**config.mk**
```make
export PLATFORM = sky130hd
export DESIGN_NAME = rv32a_atomic_unit_core
export DESIGN_NICKNAME = d
export VERILOG_FILES = /design/src/sv/rv32a_pkg.sv /design/src/sv/rv32a_atomic_unit_core.sv /design/src/sv/rv32a_alu.sv /design/src/sv/rv32a_rsv.sv
export SDC_FILE = /design/constraint.sdc
export NUM_CORES = 1
export LEC_CHECK = 0
export ABC_AREA = 0
export BUFFER_PORTS_ARGS = -buffer_cell sky130_fd_sc_hd__buf_2
export CORE_UTILIZATION = 49
export CTS_CLUSTER_SIZE = 30
export DETAILED_ROUTE_END_ITERATION = 16
export PLACE_DENSITY_LB_ADDON = 0.05
export SYNTH_ARGS = -nofsm -noshare
export SYNTH_HDL_FRONTEND = slang
export SYNTH_SLANG_ARGS = --single-unit
```
**constraint.sdc**
```tcl
create_clock -name clk -period 12.02 [get_ports clk]
set_input_delay 0 -clock clk [delete_from_list [all_inputs] [get_ports clk]]
set_output_delay 0 -clock clk [all_outputs]
set_load 0.05 [all_outputs]
```
**src/sv/rv32a_pkg.sv**
```systemverilog
// ----------------------------------------------------------------------------
// rv32a_pkg
// shared types and constants of the rv32a atomic unit
// ----------------------------------------------------------------------------
package rv32a_pkg;

  localparam logic [6:0] OPC_AMO  = 7'b01_011_11;
  localparam logic [2:0] F3_WORD  = 3'h2;

  localparam logic [4:0] F5_LR    = 5'b000_10;
  localparam logic [4:0] F5_SC    = 5'b000_11;
  localparam logic [4:0] F5_SWAP  = 5'b000_01;
  localparam logic [4:0] F5_ADD   = 5'b000_00;
  localparam logic [4:0] F5_XOR   = 5'b001_00;
  localparam logic [4:0] F5_AND   = 5'b011_00;
  localparam logic [4:0] F5_OR    = 5'b010_00;
  localparam logic [4:0] F5_MIN   = 5'b100_00;
  localparam logic [4:0] F5_MAX   = 5'b101_00;
  localparam logic [4:0] F5_MINU  = 5'b110_00;
  localparam logic [4:0] F5_MAXU  = 5'b111_00;

  localparam logic [1:0] ST_OK        = 2'd0;
  localparam logic [1:0] ST_UNSUP     = 2'd1;
  localparam logic [1:0] ST_UNALIGNED = 2'd2;
  localparam logic [1:0] ST_RDERR     = 2'd3;

  localparam logic [31:0] SC_SUCCESS  = 32'd0;
  localparam logic [31:0] SC_NO_RSV   = 32'd1;
  localparam logic [31:0] SC_CHANGED  = 32'd2;

  typedef struct packed {
    logic        cmd;
    logic [6:0]  opcode;
    logic [2:0]  funct3;
    logic [4:0]  funct5;
    logic [31:0] address;
    logic [31:0] operand_value;
    logic [31:0] read_data;
    logic        read_error;
    logic [1:0]  snoop_offset;
    logic [2:0]  snoop_length;
    logic [31:0] snoop_data;
  } rv32a_in_t;

  typedef struct packed {
    logic        rd_write;
    logic [31:0] rd_value;
    logic        mem_write;
    logic [31:0] mem_write_data;
    logic [1:0]  status;
  } rv32a_out_t;

  typedef struct packed {
    logic        lr_en;
    logic        sc_en;
    logic        snoop_en;
    logic [31:0] address;
    logic [31:0] lr_data;
    logic [1:0]  snoop_offset;
    logic [2:0]  snoop_length;
    logic [31:0] snoop_data;
  } rv32a_rsv_req_t;

  typedef struct packed {
    logic hit;
    logic changed;
  } rv32a_rsv_resp_t;

endpackage

```
**src/sv/rv32a_atomic_unit_core.sv**
```systemverilog
// ----------------------------------------------------------------------------
// rv32a_atomic_unit_core
// rv32a word atomic execution unit with an lr reservation table
// ----------------------------------------------------------------------------
// each item passes through the item register and then the result register
// throughput: one item per cycle unless output backpressure stalls a result; a snoop produces no result
// the item register and the result register stall only on output backpressure
// reset clears the reservation valid bits, the replace pointer and both valids
// ----------------------------------------------------------------------------
module rv32a_atomic_unit_core #(
  parameter int RESERVATION_SLOTS = 4
) (
  input  logic                  clk,
  input  logic                  rst,
  input  logic                  in_valid,
  output logic                  in_ready,
  input  rv32a_pkg::rv32a_in_t  in_data,
  output logic                  out_valid,
  input  logic                  out_ready,
  output rv32a_pkg::rv32a_out_t out_data
);
  import rv32a_pkg::*;

  logic            stage_valid;
  rv32a_in_t       stage;
  logic            stage_go;
  logic            legal;
  logic            aligned;
  logic            is_lr;
  logic            is_sc;
  logic            is_amo;
  logic [31:0]     alu_result;
  rv32a_out_t      result;
  rv32a_rsv_req_t  rsv_req;
  rv32a_rsv_resp_t rsv_resp;

  assign stage_go = stage_valid && (stage.cmd || !out_valid || out_ready);
  assign in_ready = !stage_valid || stage_go;

  always_ff @(posedge clk) begin
    if (rst) begin
      stage_valid <= 1'b0;
    end else if (in_ready) begin
      stage_valid <= in_valid;
    end
  end

  always_ff @(posedge clk) begin
    if (in_ready && in_valid) begin
      stage <= in_data;
    end
  end

  rv32a_alu u_alu (
    .funct5        (stage.funct5),
    .read_data     (stage.read_data),
    .operand_value (stage.operand_value),
    .result        (alu_result),
    .is_amo        (is_amo)
  );

  assign is_lr   = stage.funct5 == F5_LR;
  assign is_sc   = stage.funct5 == F5_SC;
  assign legal   = stage.opcode == OPC_AMO && stage.funct3 == F3_WORD &&
                   (is_amo || is_lr || is_sc);
  assign aligned = stage.address[1:0] == 2'b00;

  always_comb begin
    rsv_req.lr_en        = stage_go && !stage.cmd && legal && aligned && is_lr &&
                           !stage.read_error;
    rsv_req.sc_en        = stage_go && !stage.cmd && legal && aligned && is_sc;
    rsv_req.snoop_en     = stage_go && stage.cmd;
    rsv_req.address      = stage.address;
    rsv_req.lr_data      = stage.read_data;
    rsv_req.snoop_offset = stage.snoop_offset;
    rsv_req.snoop_length = stage.snoop_length;
    rsv_req.snoop_data   = stage.snoop_data;
  end

  rv32a_rsv #(
    .SLOTS (RESERVATION_SLOTS)
  ) u_rsv (
    .clk  (clk),
    .rst  (rst),
    .req  (rsv_req),
    .resp (rsv_resp)
  );

  always_comb begin
    result = '0;
    priority if (!legal) begin
      result.status = ST_UNSUP;
    end else if (!aligned) begin
      result.status = ST_UNALIGNED;
    end else if (is_sc) begin
      result.rd_write = 1'b1;
      priority if (!rsv_resp.hit) begin
        result.rd_value = SC_NO_RSV;
      end else if (rsv_resp.changed) begin
        result.rd_value = SC_CHANGED;
      end else begin
        result.rd_value       = SC_SUCCESS;
        result.mem_write      = 1'b1;
        result.mem_write_data = stage.operand_value;
      end
    end else if (stage.read_error) begin
      result.status = ST_RDERR;
    end else if (is_lr) begin
      result.rd_write = 1'b1;
      result.rd_value = stage.read_data;
    end else begin
      result.rd_write       = 1'b1;
      result.rd_value       = stage.read_data;
      result.mem_write      = 1'b1;
      result.mem_write_data = alu_result;
    end
  end

  always_ff @(posedge clk) begin
    if (rst) begin
      out_valid <= 1'b0;
    end else if (stage_go && !stage.cmd) begin
      out_valid <= 1'b1;
    end else if (out_ready) begin
      out_valid <= 1'b0;
    end
  end

  always_ff @(posedge clk) begin
    if (stage_go && !stage.cmd) begin
      out_data <= result;
    end
  end

endmodule

```
**src/sv/rv32a_alu.sv**
```systemverilog
// ----------------------------------------------------------------------------
// rv32a_alu
// combines the old memory word with the operand for the amo operations
// ----------------------------------------------------------------------------
module rv32a_alu (
  input  logic [4:0]  funct5,
  input  logic [31:0] read_data,
  input  logic [31:0] operand_value,
  output logic [31:0] result,
  output logic        is_amo
);
  import rv32a_pkg::*;

  logic s_lt_op;
  logic s_lt_rd;
  logic u_lt_op;
  logic u_lt_rd;

  assign s_lt_op = $signed(operand_value) < $signed(read_data);
  assign s_lt_rd = $signed(read_data) < $signed(operand_value);
  assign u_lt_op = operand_value < read_data;
  assign u_lt_rd = read_data < operand_value;

  always_comb begin
    is_amo = 1'b1;
    unique case (funct5)
      F5_SWAP: result = operand_value;
      F5_ADD:  result = read_data + operand_value;
      F5_XOR:  result = read_data ^ operand_value;
      F5_AND:  result = read_data & operand_value;
      F5_OR:   result = read_data | operand_value;
      F5_MIN:  result = s_lt_op ? operand_value : read_data;
      F5_MAX:  result = s_lt_rd ? operand_value : read_data;
      F5_MINU: result = u_lt_op ? operand_value : read_data;
      F5_MAXU: result = u_lt_rd ? operand_value : read_data;
      default: begin
        is_amo = 1'b0;
        result = 32'd0;
      end
    endcase
  end

endmodule

```
**src/sv/rv32a_rsv.sv**
```systemverilog
// ----------------------------------------------------------------------------
// rv32a_rsv
// reservation table: parallel address match, lr allocation, sc release and
// snoop byte merge
// ----------------------------------------------------------------------------
module rv32a_rsv #(
  parameter int SLOTS = 4
) (
  input  logic                       clk,
  input  logic                       rst,
  input  rv32a_pkg::rv32a_rsv_req_t  req,
  output rv32a_pkg::rv32a_rsv_resp_t resp
);
  import rv32a_pkg::*;

  localparam int IDX_W = (SLOTS > 1) ? $clog2(SLOTS) : 1;
  localparam logic [IDX_W-1:0] LAST_IDX = IDX_W'(SLOTS - 1);

  logic [SLOTS-1:0] slot_valid;
  logic [31:0]      slot_address [SLOTS];
  logic [31:0]      slot_value   [SLOTS];
  logic [SLOTS-1:0] slot_changed;
  logic [IDX_W-1:0] replace_pointer;

  logic             hit;
  logic [IDX_W-1:0] hit_idx;
  logic             free_found;
  logic [IDX_W-1:0] free_idx;
  logic [IDX_W-1:0] lr_idx;
  logic [31:0]      old_value;
  logic [31:0]      merged_value;
  logic [31:0]      byte_mask;
  logic [31:0]      shifted_data;
  logic             snoop_fits;
  logic             snoop_upd;

  always_comb begin
    hit        = 1'b0;
    hit_idx    = '0;
    free_found = 1'b0;
    free_idx   = '0;
    for (int i = SLOTS - 1; i >= 0; i--) begin
      if (slot_valid[i] && slot_address[i] == req.address) begin
        hit     = 1'b1;
        hit_idx = IDX_W'(i);
      end
      if (!slot_valid[i]) begin
        free_found = 1'b1;
        free_idx   = IDX_W'(i);
      end
    end
  end

  always_comb begin
    priority if (hit) begin
      lr_idx = hit_idx;
    end else if (free_found) begin
      lr_idx = free_idx;
    end else begin
      lr_idx = replace_pointer;
    end
  end

  // snoop byte merge
  assign snoop_fits   = {1'b0, req.snoop_length} <= (4'd4 - {2'b00, req.snoop_offset});
  assign old_value    = slot_value[hit_idx];
  assign shifted_data = req.snoop_data << {req.snoop_offset, 3'b000};

  always_comb begin
    for (int k = 0; k < 4; k++) begin
      byte_mask[k*8 +: 8] =
        (3'(k) >= {1'b0, req.snoop_offset} &&
         4'(k) < ({2'b00, req.snoop_offset} + {1'b0, req.snoop_length})) ? 8'hff : 8'h00;
    end
  end

  assign merged_value = (old_value & ~byte_mask) | (shifted_data & byte_mask);
  assign snoop_upd    = req.snoop_en && hit && snoop_fits && merged_value != old_value;

  assign resp.hit     = hit;
  assign resp.changed = slot_changed[hit_idx];

  always_ff @(posedge clk) begin
    if (rst) begin
      slot_valid      <= '0;
      replace_pointer <= '0;
    end else begin
      if (req.lr_en) begin
        slot_valid[lr_idx] <= 1'b1;
        if (!hit && !free_found) begin
          replace_pointer <= (replace_pointer == LAST_IDX) ? '0 : replace_pointer + 1'b1;
        end
      end else if (req.sc_en && hit) begin
        slot_valid[hit_idx] <= 1'b0;
      end
    end
  end

  always_ff @(posedge clk) begin
    if (req.lr_en) begin
      slot_address[lr_idx] <= req.address;
      slot_value[lr_idx]   <= req.lr_data;
      slot_changed[lr_idx] <= 1'b0;
    end else if (snoop_upd) begin
      slot_value[hit_idx]   <= merged_value;
      slot_changed[hit_idx] <= 1'b1;
    end
  end

endmodule
```
## Word-level counts from Yosys, hierarchy flattened

Memories as Yosys holds them, arrays and structs flattened.
Index checks and enable logic that the tools add are counted.

| word-level totals | value |
|---|---|
| output and inout port bits | 70 |
| register bits | 230 |
| input bits | 154 |
| word-level logic and storage cells | 179 |
| RAM bits | 256 |
| latch bits | 0 |
| bits in read-only memories | 0 |
| memories | 2 |

| operators by class | value |
|---|---|
| div/mod/pow operators | 0 |
| $mul | 0 |
| shifts and indexed selects | 1 |
| add/sub/neg operators | 4 |
| reduce and logical (&&, ||, !) cells | 45 |
| muxes and demuxes | 59 |
| bitwise operators | 13 |
| equal/unequal tests | 18 |
| order comparisons | 16 |

Memories:

| memory | words | bits a word | rd ports | clocked after memory_dff | wr ports | RTL line | RTL |
|---|---|---|---|---|---|---|---|
| u_rsv.slot_address | 4 | 32 | 4 | 0 | 1 | rv32a_rsv.sv:20 | `logic [31:0] slot_address [SLOTS];` |
| u_rsv.slot_value | 4 | 32 | 1 | 0 | 1 | rv32a_rsv.sv:21 | `logic [31:0] slot_value [SLOTS];` |

Operator list:

| operator | number |
|---|---|
| 32-bit case mux with 9 select lines | 1 |
| 32-bit 2-to-1 mux | 6 |
| 66-bit 2-to-1 mux | 2 |
| 32-bit equality test | 4 |
| 32-bit < comparator | 4 |
| 33-bit 2-to-1 mux | 3 |
| 32-bit bitwise AND | 3 |
| 32-bit OR | 2 |
| 32-bit adder | 1 |
| 2-bit 2-to-1 mux | 16 |
| 8-bit 2-to-1 mux | 4 |
| 32-bit inequality test | 1 |
| 32-bit NOT | 1 |
| 32-bit OR reduction | 1 |
| 32-bit by 5-bit left shift with 32-bit output | 1 |
| 32-bit XOR | 1 |
| 1-bit logical AND | 25 |
| 5-bit equality test (second input constant) | 4 |
| 1-bit 2-to-1 mux | 20 |
| 4-bit 2-to-1 mux | 4 |
| 5-bit by 2-bit equality test with 1-bit output (second input constant) | 2 |
| 5-bit by 4-bit equality test with 1-bit output (second input constant) | 2 |
| 9-bit OR reduction | 1 |
| 4-bit bitwise AND | 2 |
| other kinds (25) | 45 |

## Longest topological paths before layout

Gate-level depths: netlist of the first run.
An unclocked memory read counts as a cell.

| depth | value |
|---|---|
| word-level depth | 17 |
| mapped depth | 18 |
| mapped depth without buffers | 16 |

## Cells and area by module

A second synthesis of the first run with hierarchy kept.

| second synthesis, totals | value |
|---|---|
| cells, all modules | 2357 |
| area total of the unflattened synthesis | 27219.9 sq um |

Modules (own cells, without submodules):

| module | cells each | area each (sq um) | sequential area each (sq um) | instances |
|---|---|---|---|---|
| rv32a_rsv | 1088 | 13372.8 | 7927.6 | 1 |
| rv32a_atomic_unit_core | 423 | 7935.1 | 6586.3 | 1 |
| rv32a_alu | 846 | 5911.9 | 0.0 | 1 |

## Least setup slack after synthesis of the first run

No wires, ideal clock.

| timing path | value |
|---|---|
| kind | reg-to-reg |
| start point | reg out_valid |
| end point | reg stage, in the netlist rsv_req[0], enable pin |
| data arrival time | 7.341 ns |
| slack | 3.999 ns |
| stages on the path, launching flop included | 4 |
| data required time | 11.340 ns |
| clock period less this slack | 8.021 ns |
| path buffers | 0 |
| library setup time | 0.680 ns |
| cell sequence | dfxtp_1 > nand2b_1 > nor2_1 > nor2b_1 |

| between the ends | value |
|---|---|
| cells in the longest elaborated chain, start to end | 6 |

Ends and longest elaborated chain:

| what | RTL line | RTL |
|---|---|---|
| from (decl) | rv32a_atomic_unit_core.sv:18 | `output logic out_valid,` |
| from (signal assigned) | rv32a_atomic_unit_core.sv:121 | `out_valid <= 1'b0;` |
| from (signal assigned) | rv32a_atomic_unit_core.sv:123 | `out_valid <= 1'b1;` |
| from (signal assigned) | rv32a_atomic_unit_core.sv:125 | `out_valid <= 1'b0;` |
| 1-bit logical NOT | rv32a_atomic_unit_core.sv:37 | `assign stage_go = stage_valid && (stage.cmd \|\| !out_valid \|\| out_ready);` |
| 1-bit logical OR (2 in series) | rv32a_atomic_unit_core.sv:37 |  |
| 1-bit logical AND | rv32a_atomic_unit_core.sv:37 |  |
| 1-bit logical OR | rv32a_atomic_unit_core.sv:38 | `assign in_ready = !stage_valid \|\| stage_go;` |
| 1-bit logical AND | rv32a_atomic_unit_core.sv:49 | `if (in_ready && in_valid) begin` |
| to (signal assigned) | rv32a_atomic_unit_core.sv:50 | `stage <= in_data;` |
| to (decl) | rv32a_atomic_unit_core.sv:25 | `rv32a_in_t stage;` |

No other way between the ends.
A chain may end at the register's enable or synchronous reset.

## Worst setup path in the final report of the first run

| timing path | value |
|---|---|
| start point | reg stage, in the netlist rsv_req[91] |
| end point | mem u_rsv.slot_value[3][27], enable pin |

| between the ends | value |
|---|---|
| cells in the longest elaborated chain, start to end | 16 |
| elaborated cells between the ends (all ways) | 30 |
| those cells by class | eq/ne: 5; mux: 14; bitwise: 2; reduce/logical: 8; memory: 1 |

Ends and longest elaborated chain:

| what | RTL line | RTL |
|---|---|---|
| 32-bit equality test | rv32a_rsv.sv:43 | `if (slot_valid[i] && slot_address[i] == req.address) begin` |
| 1-bit logical AND | rv32a_rsv.sv:43 |  |
| 2-bit 2-to-1 mux (4 in series) | rv32a_rsv.sv:43 |  |
| memory read 4 x 32 bit | n/a |  |
| 32-bit bitwise AND | rv32a_rsv.sv:77 | `assign merged_value = (old_value & ~byte_mask) \| (shifted_data & byte_mask);` |
| 32-bit OR | rv32a_rsv.sv:77 |  |
| 32-bit inequality test | rv32a_rsv.sv:78 | `assign snoop_upd = req.snoop_en && hit && snoop_fits && merged_value != old_value;` |
| 1-bit logical AND | rv32a_rsv.sv:78 |  |
| 1-bit 2-to-1 mux | rv32a_rsv.sv:104 | `end else if (snoop_upd) begin` |
| 1-bit 2-to-1 mux | rv32a_rsv.sv:100 | `if (req.lr_en) begin` |
| 1-bit 2-to-1 mux (not written as such) | rv32a_rsv.sv:105 | `slot_value[hit_idx] <= merged_value;` |
| 32-bit OR reduction (no line) | n/a |  |
| 2-bit 2-to-1 mux (no line) or 1-bit 2-to-1 mux (tied branches) | n/a |  |
| to (decl) | rv32a_rsv.sv:21 |  |

Several ways; a longest one is shown, not always the timed one.

==> results of run 1 <==
## synthesized netlist by cell type, types with 11 or more instances
library cell / instances / area, um^2
edfxtp_1: 478 / 14400
nor2_1: 152 / 571
ha_1: 137 / 1710
inv_1: 104 / 390
a21oi_1: 94 / 470
o21ai_0: 94 / 470
nand2_1: 91 / 342
xnor2_1: 85 / 744
xor2_1: 81 / 709
clkbuf_1: 66 / 248
nor3_1: 47 / 235
and2_1: 37 / 231
mux2i_1: 37 / 370
nor4_1: 37 / 231
mux2_2: 36 / 405
o21bai_1: 26 / 195
nand3_1: 25 / 125
o2bb2ai_1: 24 / 210
nand4_1: 22 / 138
nand2b_1: 19 / 119
a21o_1: 17 / 128
a22oi_1: 17 / 128
a221oi_1: 16 / 140
o22ai_1: 16 / 100
o221ai_1: 14 / 123
or3_1: 14 / 87.6
a211oi_1: 11 / 82.6
a22o_1: 11 / 96.3
mux2_1: 11 / 124
## area by class of cell
| cell class | instances | area share (%) |
|---|---|---|
| Sequential cell | 486 | 48.4 |
| Tap cell | 672 | 2.80 |
| Inverter | 104 | 1.30 |
| Clock inverter | 31 | 0.951 |
| Multi-Input combinational cell | 1318 | 32.2 |
| Timing Repair Buffer | 412 | 9.78 |
| Clock buffer | 65 | 4.64 |
## sequential cells by signal (all words and copies together), names as in the netlist
name,flops
stage_valid,1
out_data,68
rsv_req,101
out_valid,1
u_rsv.slot_address,128
u_rsv.slot_value,128
u_rsv.slot_valid,4
stage,49
u_rsv.slot_changed,4
u_rsv.replace_pointer,2
## how the worst min path moves through the flow
stage | startpoint | to | cells past startpoint | slack [ps]
after floorplan | in_data[0] | rsv_req[0] | 0 | 100
after global placement | in_data[35] | rsv_req[35] | 1 | 180
after detailed placement | in_data[112] | rsv_req[79] | 1 | 180
after CTS | in_data[19] | rsv_req[19] | 2 | 70
after global routing | in_data[59] | rsv_req[58] | 2 | 80
final | in_data[94] | stage[94] | 2 | 100
## critical path, cell delays in order, from the launching register on
cell and delay (ps):
edfxtp_1 540, xor2_1 230, nor4_1 590, nand3_1 240, or3_1 410, buf_4 270, a31oi_4 380, buf_4 410
nor2_1 60, or3_1 410, xnor2_1 180, nand4_1 100, o21ai_0 270, nand3_1 200, o21ai_4 700, buf_4 490
a211oi_4 170, buf_4 340
## routing by layer
layer	share of wire (%)	GRT usage, %	up-vias
li1	-	-	8191
met1	43	38.7	8776
met2	48	47.3	625
met3	5.9	4.25	105
met4	2.7	8.36	0
met5	0	0	-
## kinds of logic after synthesis
family          after synthesis  share of synthesized area, %
fa+ha+maj                   139                          7.06
buf+inv                     197                          3.22
xor+xnor                    166                          5.85
mux                          84                          3.62
compound gates              429                          11.8
flops                       486                          58.4
simple gates                500                          10.0
## metrics by stage
| stage | total power, W | hold slack [ps] | std cells | instance area (um^2) |
|---|---|---|---|---|
| after floorplan | 0.00220 | 98.9 | 2001 | 24900 |
| after global placement | 0.00232 | 177 | 2837 | 26800 |
| after detailed placement | 0.00233 | 178 | 2837 | 26800 |
| after CTS | 0.00395 | 72.2 | 3088 | 30000 |
| after global routing | 0.00406 | 77.6 | 3088 | 30000 |
| final | 0.00393 | 102 | 3088 | 30000 |
## power by group
group	switching, W	leakage (nW)	internal, W	total, W
clock network	0.000669	0.821	0.000926	0.00159
logic	0.000217	6.10	0.000168	0.000385
registers	0.0000549	4.61	0.00190	0.00195
## what timing repair did
item	4_1_cts	5_1_grt
hold buffers	155	0
resized for setup	0	0
endpoints found under the hold margin	158	0
==> results.cfg, run 1 <==
[status]
status = completed

[timing]
post-route-min-period_ps = 6380
fin_setup_tns_ps = 0
setup_ws_ps = 5640
setup_viol = 0
worstMarginPinSlew_ps = 1170
min_period_over_period_pct = 53.0
maxSlewViolCount = 0
timing_hold_violations_final = 0
max_freq_ghz = 0.157
rsz0062_at_grt = false
finClkSkew_ps = 14.4
maxSlewHeadroom_pct = 22.0

[drt]
postRouteAntennaNets = 0
drt_iter0_drc = 1521
first_pass_iters = 8
via_per_inst = 5.73
drc = 0
vias = 17700
wl_mm = 73.3
drt-wirelength-per-cell_um = 23.7

[global_routing]
antenna_found_initial = 0
overflow = 0
grt_pass1_vias = 17600
grt_pass1_wl_mm = 109
grt_max_degree = 151
track_usage_pct = 28.5

[critical_path]
critPathCaptureType = flop
r2r-start = rsv_req[91]
path_max_fanout = 27
setup.worst_path.class = reg -> reg
critPathArrivalTime_ps = 6670
crit_start = rsv_req[91]
rrSetupSlack_ps = 5640
reg2reg_to = u_rsv.slot_value[3][27]
start_kind = flop
rr_worst_depth = 17
crit_end = u_rsv.slot_value[3][27]
worstPathRequired_ps = 12320

[synth]
ys.warnings.count = 0
syn_inst = 2001
async_flop_share_pct = 0
synth_flop_cell = edfxtp_1
netlist_area_um2 = 24900
avgSynthCellArea_um2 = 12.4
synth-seq-area-share_pct = 58.4
yosysUniqueCellTypes = 82
synth-seq-cells = 486
synth_nets = 2294
synth_edf_count = 478

[placement]
dp_slack_ps = 5670
hpwl_mm = 49.8
portBuffers = 223
gp_congestion = 0.937

[cells_and_area]
seqCellArea_um2 = 14500
multi_input_area_um2 = 9650
diodes = 0
drive_above_1_share_pct = 16.8
syn2layout_area_growth_pct = 20.7
mostFrequentLayoutCells = edfxtp_1 (478), buf_2 (223), dlygate4sd3_1 (155), nor2_1 (148), ha_1 (137)
n_fill_cell = 4079
final_common_cell = edfxtp_1
fin_nets = 2668
post-route-util_pct = 59.9

[cts]
cts_root_buf = clkbuf_16
clk_latency_ps = 610
cts.clk_slew.worst_paths_ps = 60
clockBufferDepth = 3
cts_inserted_buffers = 53
post_cts_buffers = 0
cts_tree = yes
htreeDepth = 2
clkSinkCount = 486

[power_and_ir_drop]
cellPowerDensity_nw_per_um2 = 131
p_leak_nw = 11.5
ir_drop_mv = 0.101

[floorplanning]
io_pins = 224
core_um2 = 50100
rows = 82
initial_core_util_pct = 49.6
die_h_um = 227
die-area_um2 = 51600
fp.dieW_um = 227

[hold_path]
min-delay-path-class = in -> reg

[run]
maxCapViolations = 0
(Power assumes the default switching activity.)
==> run 2: changes to the inputs <==
- clock period: 12.02 -> 5.4 ns (I/O delays scaled with it)
==> results.cfg, run 2 (synthesized netlist as in run 1, its figures left out) <==
[critical_path]
worstPathRequired_ps = 5730
path_max_fanout = 19
cpPeakStageDelay_ps = 570
r2r-start = rsv_req[75]
start_kind = flop
setup.worst_path.class = reg -> reg
crit_start = rsv_req[75]
cp_cell_sequence = xnor2_1, nand4_1, nor4_1, and3_1, or4_1, o22ai_1, or3_1, xnor2_1, nand4_1, o21ai_0, nand3_1, o21ai_4, buf_12, mux2_1
critPathArrivalTime_ps = 5390
critPathCaptureType = flop
crit_slowest_cell = nor4_1

[drt]
vias = 17900
postRouteAntennaNets = 0
drt-wirelength-per-cell_um = 23.6
drt_iter0_drc = 1578
wl_mm = 73.4
via_per_inst = 5.75
drc = 0
first_pass_iters = 6

[timing]
finClkSkew_ps = 18.2
fin_setup_tns_ps = 0
max_freq_ghz = 0.197
timing_hold_violations_final = 0
hold_slack_ps = 101
setup_ws_ps = 335
maxSlewHeadroom_pct = 21.3
worstMarginPinSlew_ps = 1180
setup_viol = 0
rsz0062_at_grt = false
maxSlewViolCount = 0
post-route-min-period_ps = 5060
min_period_over_period_pct = 93.8

[cts]
post_cts_resized = 0
cts_root_buf = clkbuf_16
clockBufferDepth = 3
cts.clk_slew.worst_paths_ps = 60
clk_latency_ps = 600
htreeDepth = 2
clkSinkCount = 486
cts_tree = yes
cts_inserted_buffers = 51

[power_and_ir_drop]
finalPower_w = 0.00887
internal_power_w = 0.00678
p_clk_share_pct = 41.3
cellPowerDensity_nw_per_um2 = 292
p_sw_w = 0.00210
p_leak_nw = 11.7
combPwrFrac_pct = 9.8
power_frac_seq_pct = 48.9
ir_drop_mv = 0.267
swShare_pct = 23.6

[placement]
dp_slack_ps = 423
gp_congestion = 0.967
portBuffers = 223
dpl_cell_area_um2 = 27100
hpwl_mm = 50.8

[status]
status = completed

[floorplanning]
die_h_um = 227
fp.dieW_um = 227
initial_core_util_pct = 49.6
core_um2 = 50100
rows = 82
io_pins = 224
die-area_um2 = 51600

[cells_and_area]
drive_above_1_share_pct = 18.0
mostFrequentLayoutCells = edfxtp_1 (478), buf_2 (223), dlygate4sd3_1 (155), nor2_1 (148), ha_1 (137)
design_area_um2 = 30400
syn2layout_area_growth_pct = 22.3
final_common_cell = edfxtp_1
fin_nets = 2694

[global_routing]
antenna_found_initial = 2
track_usage_pct = 28.5
grt_pass1_vias = 17600
grt_max_degree = 151
overflow = 0
grt_pass1_wl_mm = 109

[hold_path]
min-delay-start = in_data[57]
min-delay-path-class = in -> reg

[run]
maxCapViolations = 0
-- run 2: cell count changes in the layout (fill, tap and decap cells not counted), sizes merged --
cell,previous run,this run
clkinvlp,1,0
clkbuf,65,60
bufinv,5,8
clkinv,23,24
diode,0,1
buf,257,285
-- run 2: worst max-delay path: cells and delay by family (launching register included) --
family          cells  cell delay, ps
compound gates      3             670
flops               1             530
mux                 1             410
simple gates        7            2350
xor+xnor            2             590
buf+inv             1             220
-- run 2: layer usage --
metal  routed length, um  up-vias  global-route usage, %
li1                    -     8253                      -
met1               31800     8837                   39.2
met2               34200      698                   45.7
met3                4560      134                   3.73
met4                2790        2                   11.3
met5                  12        -                      0
-- run 2: power groups by stage --
stage	logic [W]	clock network [W]	registers, W
after floorplan	0.000501	0	0.00439
after global placement	0.000755	0	0.00442
after detailed placement	0.000764	0	0.00442
after CTS	0.000857	0.00374	0.00434
after global routing	0.000946	0.00386	0.00435
final	0.000866	0.00367	0.00434
-- run 2: area by class of cell --
class	instances	area (um^2)
multi-input cells	1318	9650
well taps	672	841
flip-flops and latches	486	14500
inverters	104	390
clock buffers	60	1350
diodes	1	2.50
repair buffers	440	3260
fillers	4068	19700
clock inverters	34	384
-- run 2: path summary, 6_finish.rpt --
kind / slack, ps / depth (start not counted) / end
max: 340 / 14 / u_rsv.slot_value[0][14]
min: 100 / 2 / rsv_req[56]
max reg2reg: 340 / 14 / u_rsv.slot_value[0][14]
min reg2reg: 490 / 2 / u_rsv.replace_pointer[0]
-- run 2: through the flow --
step,utilization [%],instances
finish,60.7,3115
detailed placement,54.1,2865
CTS,60.7,3114
global placement,54.1,2865
floorplan,-,2001
global route,60.7,3115
-- run 2: repair_timing --
item / CTS / global route
hold endpoints to repair: 158 / 0
buffers inserted: 0 / 0
hold buffers: 155 / 0
endpoints found under the setup margin: 0 / 0
